## src/rtl/hpdt_pkg.sv

```systemverilog
// Package for the heading PD differential-thrust block: types and constants.
// No dependencies.
`default_nettype none
package hpdt_pkg;
    localparam logic [16:0] Q_ONE    = 17'd65536;
    localparam logic [16:0] BAND_060 = 17'd39322;
    localparam logic [16:0] BAND_015 = 17'd9830;
    localparam logic [16:0] BAND_025 = 17'd16384;
    localparam logic [16:0] BAND_055 = 17'd36045;
    localparam logic signed [19:0] DEG_180 = 20'sd46080;
    localparam logic signed [19:0] DEG_360 = 20'sd92160;
    localparam logic [17:0] TIE_LIMIT = 18'd1280;

    localparam logic [1:0] CFG_PDIV   = 2'd0;
    localparam logic [1:0] CFG_DGAIN  = 2'd1;
    localparam logic [1:0] CFG_LSCALE = 2'd2;
    localparam logic [1:0] CFG_RSCALE = 2'd3;

    typedef enum logic [3:0] {
        ST_IDLE, ST_ERR, ST_PDIV, ST_DMUL, ST_SUM, ST_SCALE, ST_SCALE2,
        ST_MAPL, ST_DIVL, ST_MAPR, ST_DIVR, ST_DONE
    } t_state;

    typedef struct packed {
        logic        req_type;
        logic [17:0] yaw_sample;
        logic [17:0] target_angle;
        logic [16:0] thrust;
    } t_in_word;

    typedef struct packed {
        logic [16:0] left_drive;
        logic [16:0] right_drive;
    } t_out_word;
endpackage
`default_nettype wire

```

## src/rtl/hpdt_in_if.sv

```systemverilog
// Input channel interface: valid/ready with the command word.
// Depends on hpdt_pkg.
`default_nettype none
interface hpdt_in_if;
    logic valid;
    logic ready;
    hpdt_pkg::t_in_word data;
    modport source (output valid, output data, input ready);
    modport sink (input valid, input data, output ready);
endinterface
`default_nettype wire

```

## src/rtl/hpdt_out_if.sv

```systemverilog
// Output channel interface: valid/ready with the drive word.
// Depends on hpdt_pkg.
`default_nettype none
interface hpdt_out_if;
    logic valid;
    logic ready;
    hpdt_pkg::t_out_word data;
    modport source (output valid, output data, input ready);
    modport sink (input valid, input data, output ready);
endinterface
`default_nettype wire

```

## src/rtl/hpdt_div.sv

```systemverilog
// Shared restoring divider, one quotient bit per cycle, unsigned.
// Depends on nothing.
`default_nettype none
module hpdt_div (
    input  wire         i_clk,
    input  wire         i_rst_n,
    input  wire         i_start,
    input  wire  [33:0] i_num,
    input  wire  [16:0] i_den,
    output logic        o_busy,
    output logic [33:0] o_quo
);
    logic [33:0] r_quo;
    logic [17:0] r_rem;
    logic [5:0]  r_cnt;
    logic [16:0] r_den;
    logic        r_busy;
    logic [17:0] w_shift;
    logic [18:0] w_diff;

    assign w_shift = {r_rem[16:0], r_quo[33]};
    assign w_diff  = {1'b0, w_shift} - {2'b0, r_den};

    always_ff @(posedge i_clk) begin
        if (!i_rst_n) begin
            r_busy <= 1'b0;
            r_cnt  <= '0;
        end else if (i_start) begin
            r_busy <= 1'b1;
            r_cnt  <= 6'd34;
            r_quo  <= i_num;
            r_rem  <= '0;
            r_den  <= i_den;
        end else if (r_busy) begin
            if (!w_diff[18]) begin
                r_rem <= w_diff[17:0];
                r_quo <= {r_quo[32:0], 1'b1};
            end else begin
                r_rem <= w_shift;
                r_quo <= {r_quo[32:0], 1'b0};
            end
            r_cnt <= r_cnt - 6'd1;
            if (r_cnt == 6'd1) r_busy <= 1'b0;
        end
    end
    assign o_busy = r_busy;
    assign o_quo  = r_quo;
endmodule
`default_nettype wire

```

## src/rtl/heading_pd_differential_thrust_top.sv

```systemverilog
// Top level of the heading PD differential-thrust controller.
// Depends on hpdt_pkg, hpdt_in_if, hpdt_out_if, hpdt_div.
//
//  channel   dir  word
//  s_in      in   req_type, yaw_sample, target_angle, thrust
//  m_out     out  left_drive, right_drive
//  cfg       in   i_cfg_we / i_cfg_idx / i_cfg_data
//
// Yaw update: stored in the yaw register on acceptance. Heading command:
// three passes through the single bit-serial divider (p term, left map,
// right map) plus eight other steps. Synchronous active-low reset restores
// state, configuration and output valid and clears yaw and last error.
// Input is ready only in idle; a finished word waits in the output register
// and the next command's last step stalls on it.
`default_nettype none
module heading_pd_differential_thrust_top (
    input  wire        i_clk,
    input  wire        i_rst_n,
    input  wire        i_cfg_we,
    input  wire  [1:0] i_cfg_idx,
    input  wire [16:0] i_cfg_data,
    hpdt_in_if.sink    s_in,
    hpdt_out_if.source m_out
);
    hpdt_pkg::t_state r_state, n_state;
    logic [15:0] r_pdiv, r_dgain;
    logic [16:0] r_lscale, r_rscale;
    logic signed [17:0] r_yaw, r_last, r_e;
    logic signed [17:0] r_tgt;
    logic [16:0] r_thr;
    logic signed [35:0] r_p, r_d;
    logic signed [37:0] r_side;
    logic [16:0] r_l, r_r, r_lo, r_ro;
    logic [16:0] r_lout, r_rout;
    logic        r_ovalid, r_pos, r_rneg;
    logic        w_start;
    logic [33:0] w_num;
    logic [16:0] w_den;
    logic        w_busy;
    logic [33:0] w_quo;
    logic signed [19:0] w_e0, w_e1;
    logic [17:0] w_e18, w_eabs;
    logic [17:0] w_mag;
    logic [16:0] w_den_m;
    logic [16:0] w_ul, w_ur;
    logic [16:0] w_lo_l, w_hi_l, w_lo_r, w_hi_r;
    logic [17:0] w_scl;
    logic        w_gt, w_load;

    // Scaled side, truncated toward zero. Bit 17 flags a nonzero negative
    // result; a negative result maps like zero, so the value part is zero.
    function automatic logic [17:0] scl(input logic signed [37:0] v,
                                        input logic [16:0] s);
        logic signed [55:0] m;
        logic [55:0] a;
        m = 56'(v) * 56'(signed'({1'b0, s}));
        a = m[55] ? 56'(-m) : 56'(m);
        a = a >> 16;
        if (m[55]) return {(a != 56'd0), 17'd0};
        return {1'b0, a[16:0]};
    endfunction

    function automatic logic [16:0] fin(input logic [33:0] q,
                                        input logic [16:0] lo,
                                        input logic [16:0] hi);
        logic [34:0] r;
        r = 35'(lo) + 35'(q);
        if (r_thr >= hpdt_pkg::Q_ONE) return lo;
        if (hi < lo) return hi;
        if (r > 35'(hi)) return hi;
        return r[16:0];
    endfunction

    hpdt_div u_div (
        .i_clk(i_clk), .i_rst_n(i_rst_n), .i_start(w_start),
        .i_num(w_num), .i_den(w_den), .o_busy(w_busy), .o_quo(w_quo)
    );

    assign w_den_m = hpdt_pkg::Q_ONE - r_thr;
    assign w_ul = (r_l > w_den_m) ? w_den_m : r_l;
    assign w_ur = (r_r > w_den_m) ? w_den_m : r_r;
    assign w_e0 = 20'(r_tgt) - 20'(r_yaw);
    always_comb begin
        if (w_e0 > hpdt_pkg::DEG_180) w_e1 = w_e0 - hpdt_pkg::DEG_360;
        else if (w_e0 < -hpdt_pkg::DEG_180) w_e1 = w_e0 + hpdt_pkg::DEG_360;
        else w_e1 = w_e0;
    end
    assign w_e18 = w_e1[17:0];
    assign w_eabs = w_e18[17] ? 18'(-w_e18) : w_e18;
    assign w_mag = r_e[17] ? 18'(-r_e) : 18'(r_e);
    assign w_scl = scl(r_side, r_pos ? r_lscale : r_rscale);

    // L > R: one of them is zero, the other is the active side.
    assign w_gt = r_pos ? (r_l != 17'd0) : r_rneg;

    always_comb begin
        w_lo_l = hpdt_pkg::BAND_060;
        w_hi_l = w_gt ? hpdt_pkg::Q_ONE : hpdt_pkg::BAND_025;
        w_hi_r = w_gt ? hpdt_pkg::BAND_025 : hpdt_pkg::Q_ONE;
        w_lo_r = w_gt ? hpdt_pkg::BAND_015 : hpdt_pkg::BAND_055;
    end

    // Divider operand select; p divides |e|<<16, maps divide u*(hi-lo).
    always_comb begin
        w_start = 1'b0;
        w_num   = '0;
        w_den   = w_den_m;
        unique case (r_state)
            hpdt_pkg::ST_ERR: begin
                w_start = 1'b1;
                w_num   = {w_eabs, 16'b0};
                w_den   = (r_pdiv == 16'd0) ? 17'd1 : {1'b0, r_pdiv};
            end
            hpdt_pkg::ST_MAPL: begin
                w_start = 1'b1;
                w_num   = 34'(w_ul) * 34'(w_hi_l - w_lo_l);
            end
            hpdt_pkg::ST_MAPR: begin
                w_start = 1'b1;
                w_num   = 34'(w_ur) * 34'(w_hi_r - w_lo_r);
            end
            default: ;
        endcase
    end

    // Final step loads the output register once the previous word is gone.
    assign w_load = (r_state == hpdt_pkg::ST_DONE) && (!r_ovalid || m_out.ready);

    always_comb begin
        n_state = r_state;
        unique case (r_state)
            hpdt_pkg::ST_IDLE:
                if (s_in.valid && s_in.data.req_type)
                    n_state = hpdt_pkg::ST_ERR;
            hpdt_pkg::ST_ERR:    n_state = hpdt_pkg::ST_PDIV;
            hpdt_pkg::ST_PDIV:   if (!w_busy) n_state = hpdt_pkg::ST_DMUL;
            hpdt_pkg::ST_DMUL:   n_state = hpdt_pkg::ST_SUM;
            hpdt_pkg::ST_SUM:    n_state = hpdt_pkg::ST_SCALE;
            hpdt_pkg::ST_SCALE:  n_state = hpdt_pkg::ST_SCALE2;
            hpdt_pkg::ST_SCALE2: n_state = hpdt_pkg::ST_MAPL;
            hpdt_pkg::ST_MAPL:   n_state = hpdt_pkg::ST_DIVL;
            hpdt_pkg::ST_DIVL:   if (!w_busy) n_state = hpdt_pkg::ST_MAPR;
            hpdt_pkg::ST_MAPR:   n_state = hpdt_pkg::ST_DIVR;
            hpdt_pkg::ST_DIVR:   if (!w_busy) n_state = hpdt_pkg::ST_DONE;
            hpdt_pkg::ST_DONE:   if (w_load) n_state = hpdt_pkg::ST_IDLE;
            default:             n_state = hpdt_pkg::ST_IDLE;
        endcase
    end

    assign s_in.ready = (r_state == hpdt_pkg::ST_IDLE);
    assign m_out.valid = r_ovalid;
    assign m_out.data.left_drive  = r_lout;
    assign m_out.data.right_drive = r_rout;

    always_ff @(posedge i_clk) begin
        if (!i_rst_n) begin
            r_state  <= hpdt_pkg::ST_IDLE;
            r_pdiv   <= 16'd2560;
            r_dgain  <= '0;
            r_lscale <= hpdt_pkg::Q_ONE;
            r_rscale <= hpdt_pkg::Q_ONE;
            r_yaw    <= '0;
            r_last   <= '0;
            r_ovalid <= 1'b0;
        end else begin
            r_state <= n_state;
            if (i_cfg_we) begin
                unique case (i_cfg_idx)
                    hpdt_pkg::CFG_PDIV:   r_pdiv   <= i_cfg_data[15:0];
                    hpdt_pkg::CFG_DGAIN:  r_dgain  <= i_cfg_data[15:0];
                    hpdt_pkg::CFG_LSCALE: r_lscale <= i_cfg_data;
                    hpdt_pkg::CFG_RSCALE: r_rscale <= i_cfg_data;
                    default: ;
                endcase
            end
            if (w_load) r_ovalid <= 1'b1;
            else if (m_out.valid && m_out.ready) r_ovalid <= 1'b0;
            unique case (r_state)
                hpdt_pkg::ST_IDLE: if (s_in.valid && s_in.ready) begin
                    if (!s_in.data.req_type) r_yaw <= s_in.data.yaw_sample;
                    r_tgt <= s_in.data.target_angle;
                    r_thr <= s_in.data.thrust;
                end
                hpdt_pkg::ST_ERR: r_e <= w_e18;
                hpdt_pkg::ST_DMUL: begin
                    r_p    <= r_e[17] ? -36'(w_quo) : 36'(w_quo);
                    r_d    <= 36'(signed'({1'b0, r_dgain})) * 36'(19'(r_e) - 19'(r_last));
                    r_last <= r_e;
                end
                hpdt_pkg::ST_SUM: begin
                    r_pos  <= !r_e[17] && (r_e != 0);
                    r_side <= !r_e[17] && (r_e != 0) ? 38'(r_p + r_d)
                                                     : 38'(-r_p - r_d);
                end
                hpdt_pkg::ST_SCALE:
                    if (r_side > 38'sd65536) r_side <= 38'sd65536;
                hpdt_pkg::ST_SCALE2: begin
                    // truncate toward zero; side may be very negative
                    if (r_pos) begin
                        r_l    <= w_scl[16:0];
                        r_r    <= '0;
                        r_rneg <= 1'b0;
                    end else begin
                        r_r    <= w_scl[16:0];
                        r_l    <= '0;
                        r_rneg <= w_scl[17];
                    end
                end
                hpdt_pkg::ST_MAPL: ;
                hpdt_pkg::ST_DIVL: if (!w_busy) r_lo <= fin(w_quo, w_lo_l, w_hi_l);
                hpdt_pkg::ST_DIVR: if (!w_busy) r_ro <= fin(w_quo, w_lo_r, w_hi_r);
                hpdt_pkg::ST_DONE: if (w_load) begin
                    if (w_mag < hpdt_pkg::TIE_LIMIT) begin
                        r_lout <= w_gt ? r_lo : r_ro;
                        r_rout <= w_gt ? r_lo : r_ro;
                    end else begin
                        r_lout <= r_lo;
                        r_rout <= r_ro;
                    end
                end
                default: ;
            endcase
        end
    end

    assert property (@(posedge i_clk) disable iff (!i_rst_n)
        (r_state != hpdt_pkg::ST_IDLE) |-> !s_in.ready) else $error("accept while busy");
    assert property (@(posedge i_clk) disable iff (!i_rst_n)
        (r_state == hpdt_pkg::ST_DONE) |=> r_ovalid) else $error("result lost");
    assert property (@(posedge i_clk) disable iff (!i_rst_n)
        (r_state == hpdt_pkg::ST_ERR) |=> w_busy) else $error("divider idle");
    assert property (@(posedge i_clk) disable iff (!i_rst_n)
        (m_out.valid && !m_out.ready) |=> (m_out.valid && $stable(m_out.data)))
        else $error("held word changed");
endmodule
`default_nettype wire

```

## src/flat_wrapper.sv

```systemverilog
// flat-port wrapper written by rule: the top's interface ports become plain ports
module heading_pd_differential_thrust_top_flat 
  (i_clk, i_rst_n, i_cfg_we, i_cfg_idx, i_cfg_data, s_in_valid, s_in_data, s_in_ready, m_out_valid, m_out_data, m_out_ready);
  hpdt_in_if s_in_i ();
  hpdt_out_if m_out_i ();
  input  wire i_clk;
  input  wire i_rst_n;
  input  wire i_cfg_we;
  input  wire  [1:0] i_cfg_idx;
  input  wire [16:0] i_cfg_data;
  input wire logic [$bits(s_in_i.valid)-1:0] s_in_valid;
  input wire logic [$bits(s_in_i.data)-1:0] s_in_data;
  output wire logic [$bits(s_in_i.ready)-1:0] s_in_ready;
  output wire logic [$bits(m_out_i.valid)-1:0] m_out_valid;
  output wire logic [$bits(m_out_i.data)-1:0] m_out_data;
  input wire logic [$bits(m_out_i.ready)-1:0] m_out_ready;
  assign s_in_i.valid = s_in_valid;
  assign s_in_i.data = s_in_data;
  assign s_in_ready = s_in_i.ready;
  assign m_out_valid = m_out_i.valid;
  assign m_out_data = m_out_i.data;
  assign m_out_i.ready = m_out_ready;
  heading_pd_differential_thrust_top u_core (.i_clk(i_clk), .i_rst_n(i_rst_n), .i_cfg_we(i_cfg_we), .i_cfg_idx(i_cfg_idx), .i_cfg_data(i_cfg_data), .s_in(s_in_i), .m_out(m_out_i));
endmodule
```

## config.mk

```make
export PLATFORM = sky130hd
export DESIGN_NAME = heading_pd_differential_thrust_top_flat
export DESIGN_NICKNAME = d
export VERILOG_FILES = /design/src/rtl/hpdt_pkg.sv /design/src/rtl/hpdt_in_if.sv /design/src/rtl/hpdt_out_if.sv /design/src/rtl/hpdt_div.sv /design/src/rtl/heading_pd_differential_thrust_top.sv /design/src/flat_wrapper.sv
export SDC_FILE = /design/constraint.sdc
export NUM_CORES = 2
export LEC_CHECK = 0
export ABC_AREA = 1
export BUFFER_PORTS_ARGS = -buffer_cell sky130_fd_sc_hd__buf_2
export CAP_MARGIN = 10
export CORE_MARGIN = 3
export CORE_UTILIZATION = 55
export DETAILED_ROUTE_END_ITERATION = 8
export PLACE_DENSITY = 0.68
export REMOVE_ABC_BUFFERS = 1
export SYNTH_ARGS = -nofsm -noshare
export SYNTH_HDL_FRONTEND = slang
export SYNTH_SLANG_ARGS = --single-unit
export TNS_END_PERCENT = 10
```

## constraint.sdc

```tcl
create_clock -name i_clk -period 15.72 [get_ports i_clk]
set_clock_uncertainty 0.2 [all_clocks]
set_input_delay 1.572 -clock i_clk [delete_from_list [all_inputs] [get_ports i_clk]]
set_output_delay 1.572 -clock i_clk [all_outputs]
set_load 0.03 [all_outputs]
```

==> impl_metrics.toml <==
[logic_synthesis]
syn_inst = 10100
synth-seq-cells = 449
synth_top_area_cell = "fa_1"
synth_top_cells_by_area = "fa_1, edfxtp_1, inv_1, ha_1, nand2_1"
synth_edf_count = 335
yosys-top-cells-count = "inv_1, nand2_1, fa_1"
synth.avg_cell_area_sq_um = 7.77
yosysSeqAreaShare = 0.156
async_reset_ff_frac = 0
yosysMostFrequentCell = "inv_1"
ys_types = 77
yosys_warnings = 0
ys.flop_type = "edfxtp_1"
synth_area_sq_mm = 0.0789
synth_top_area_frac = 0.304

[timing]
hold_viol = 0
slew_violations = 0
finalSetupTns_ps = 0
rsz0062_at_grt = "no"
min_period_ps = 10990
setup_violations = 0
slew_headroom = 0.221
finalCritPeriodShare = 0.699
max_slew.worst_pin.slew_ps = 1160
max_freq_mhz = 91.0

[worst_setup_path]
critPathKind = "flip-flop to flip-flop"
critPathArrivalTime_ps = 11170
cp_slowest_cell = "fa_1"
cp-start-kind = "flip-flop"
worstPathRequired_ps = 15900
critPathMaxStageDelay_ps = 690
r2r_slack_ps = 4730
crit_path_end_kind = "flip-flop"
cp_max_fo = 32
crit_path_frequent_cell = "inv_1"

[detailed_routing]
dr_total_vias = 66200
wl_microns = 250000
routedWlPerCell_microns = 20.7
vias_per_cell = 5.49
drcViolationCount = 0
dr.pass1.iters = 6
detail-route-antenna-nets = 0
drtIter0Drc = 5471

[cts]
htreeDepth = 2
cts-root-buf = "clkbuf_16"
cts.sinks = 449
clk_latency_ps = 630
cts-resized-gates = 0
clk_pin_slew_ps = 60
clockBufferDepth = 3
cts_buffers = 50
postCtsSetupRepairBufs = 0
cts_tree = "done"
cts_hold_buf = 0

[layout]
final_nets = 12100
final_layout_size_suffix_gt1_frac = 0.0426
num-fill-cells = 13300
area_delta_synth_final_pct = 5.24

[grt]
antenna_found_initial = 9
grt_pass1_wl_microns = 388000
grt_pass1_vias = 67600
grt_overflow = 0
grt_usage = 0.343
grt_max_degree = 73

[placement]
io_buffers = 113
dp_hpwl_microns = 211000
gp_congestion = 1.03

[floorplanning]
initial_core_util = 0.556
row_count = 138
die_h_microns = 385
die-width_microns = 385
core_area_sq_mm = 0.142
die_area_sq_mm = 0.148
boundaryPins = 114

[outcome]
outcome = "complete, no violations"

[flow_run]
maxCapViolCount = 0

[hold_path]
hold_path_class = "flip-flop to flip-flop"
==> worst paths after layout <==
kind / depth (start not counted) / to / startpoint
min reg2reg: 2 / u_core.r_rscale[14] / u_core.r_rscale[14]
max reg2reg: 45 / u_core.u_div.o_quo[32] / u_core.r_thr[0]
min: 2 / u_core.r_rscale[14] / u_core.r_rscale[14]
max: 45 / u_core.u_div.o_quo[32] / u_core.r_thr[0]
==> worst max-delay path: cells and delay by family, from the launching register on <==
| family | cells | cell delay, ps |
|---|---|---|
| flip-flops | 1 | 490 |
| AO/OA/AOI/OAI | 4 | 580 |
| AND/OR/NAND/NOR | 21 | 3920 |
| buffers and inverters | 10 | 1100 |
| adder cells (fa/ha/maj) | 10 | 4470 |
==> layout make-up <==
class	instances	area, sq um	area share
clock inverters	28	248	0.00298
repair buffers	174	1050	0.0126
well taps	1890	2360	0.0285
clock buffers	65	1360	0.0164
inverters	2479	9310	0.112
diodes	9	22.5	0.000271
flip-flops and latches	449	12300	0.149
multi-input cells	6967	56300	0.678
==> layer usage <==
metal	vias up	global-route usage	share of wire
li1	30800	-	-
met1	32100	0.434	0.39
met2	2688	0.565	0.47
met3	535	0.0660	0.086
met4	0	0.165	0.058
met5	-	0	0
==> per-stage QoR <==
stage                     hold slack (ps)   util  setup WS (ps)  cell area, sq um  std cells
after floorplan                       228      -           4180             77800       9895
after global placement                239  0.573           4780             81300      12000
after detailed placement              249  0.573           4760             81300      12000
after CTS                             257  0.584           4690             82900      12100
after global routing                  265  0.585           3760             83000      12100
final                                 254  0.585           4730             83000      12100
==> cells by family (layout without fill, tap and decap cells) <==
family,after synthesis,count (layout),synth area share
flip-flops,449,449,0.156
AO/OA/AOI/OAI,1111,1111,0.0781
AND/OR/NAND/NOR,3725,3725,0.195
buffers and inverters,2739,2746,0.131
other,2,19,0.0000952
XOR/XNOR,245,245,0.0276
adder cells (fa/ha/maj),1874,1874,0.411
multiplexers,2,2,0.000254
==> sequential cells by signal (all words and copies together), names as in the netlist, 18 cells and up <==
| register | cells |
|---|---|
| u_core.r_side | 38 |
| u_core.r_tgt | 18 |
| u_core.r_last | 18 |
| u_core.r_d | 36 |
| u_core.r_p | 36 |
| u_core.r_e | 18 |
| u_core.u_div.o_quo | 34 |
| u_core.r_yaw | 18 |
==> layout by cell type (no fill, tap or decap), types with 11 or more instances in the layout <==
cell,instances
inv_1,2430
nand2_1,2136
fa_1,1197
nor2_1,912
ha_1,677
a21oi_1,465
o21ai_0,399
edfxtp_1,335
nand3_1,308
xor2_1,186
dfxtp_1,114
buf_2,112
nand4_1,103
nor3_1,69
buf_4,60
xnor2_1,56
clkbuf_16,51
or2_2,40
a31oi_1,38
clkinv_1,35
nor4_1,31
o21ai_2,31
nand2_2,28
o211ai_1,27
nand3b_1,27
inv_2,23
o21ai_1,22
o21bai_1,20
o21a_1,19
a21o_1,17
nor2_2,16
o221ai_1,14
a211oi_1,12
o31ai_1,12
clkbuf_1,11
Power is left out: the tool's default activity adds up to more than one toggle a clock period on the data nets, which glitch-free logic cannot reach.
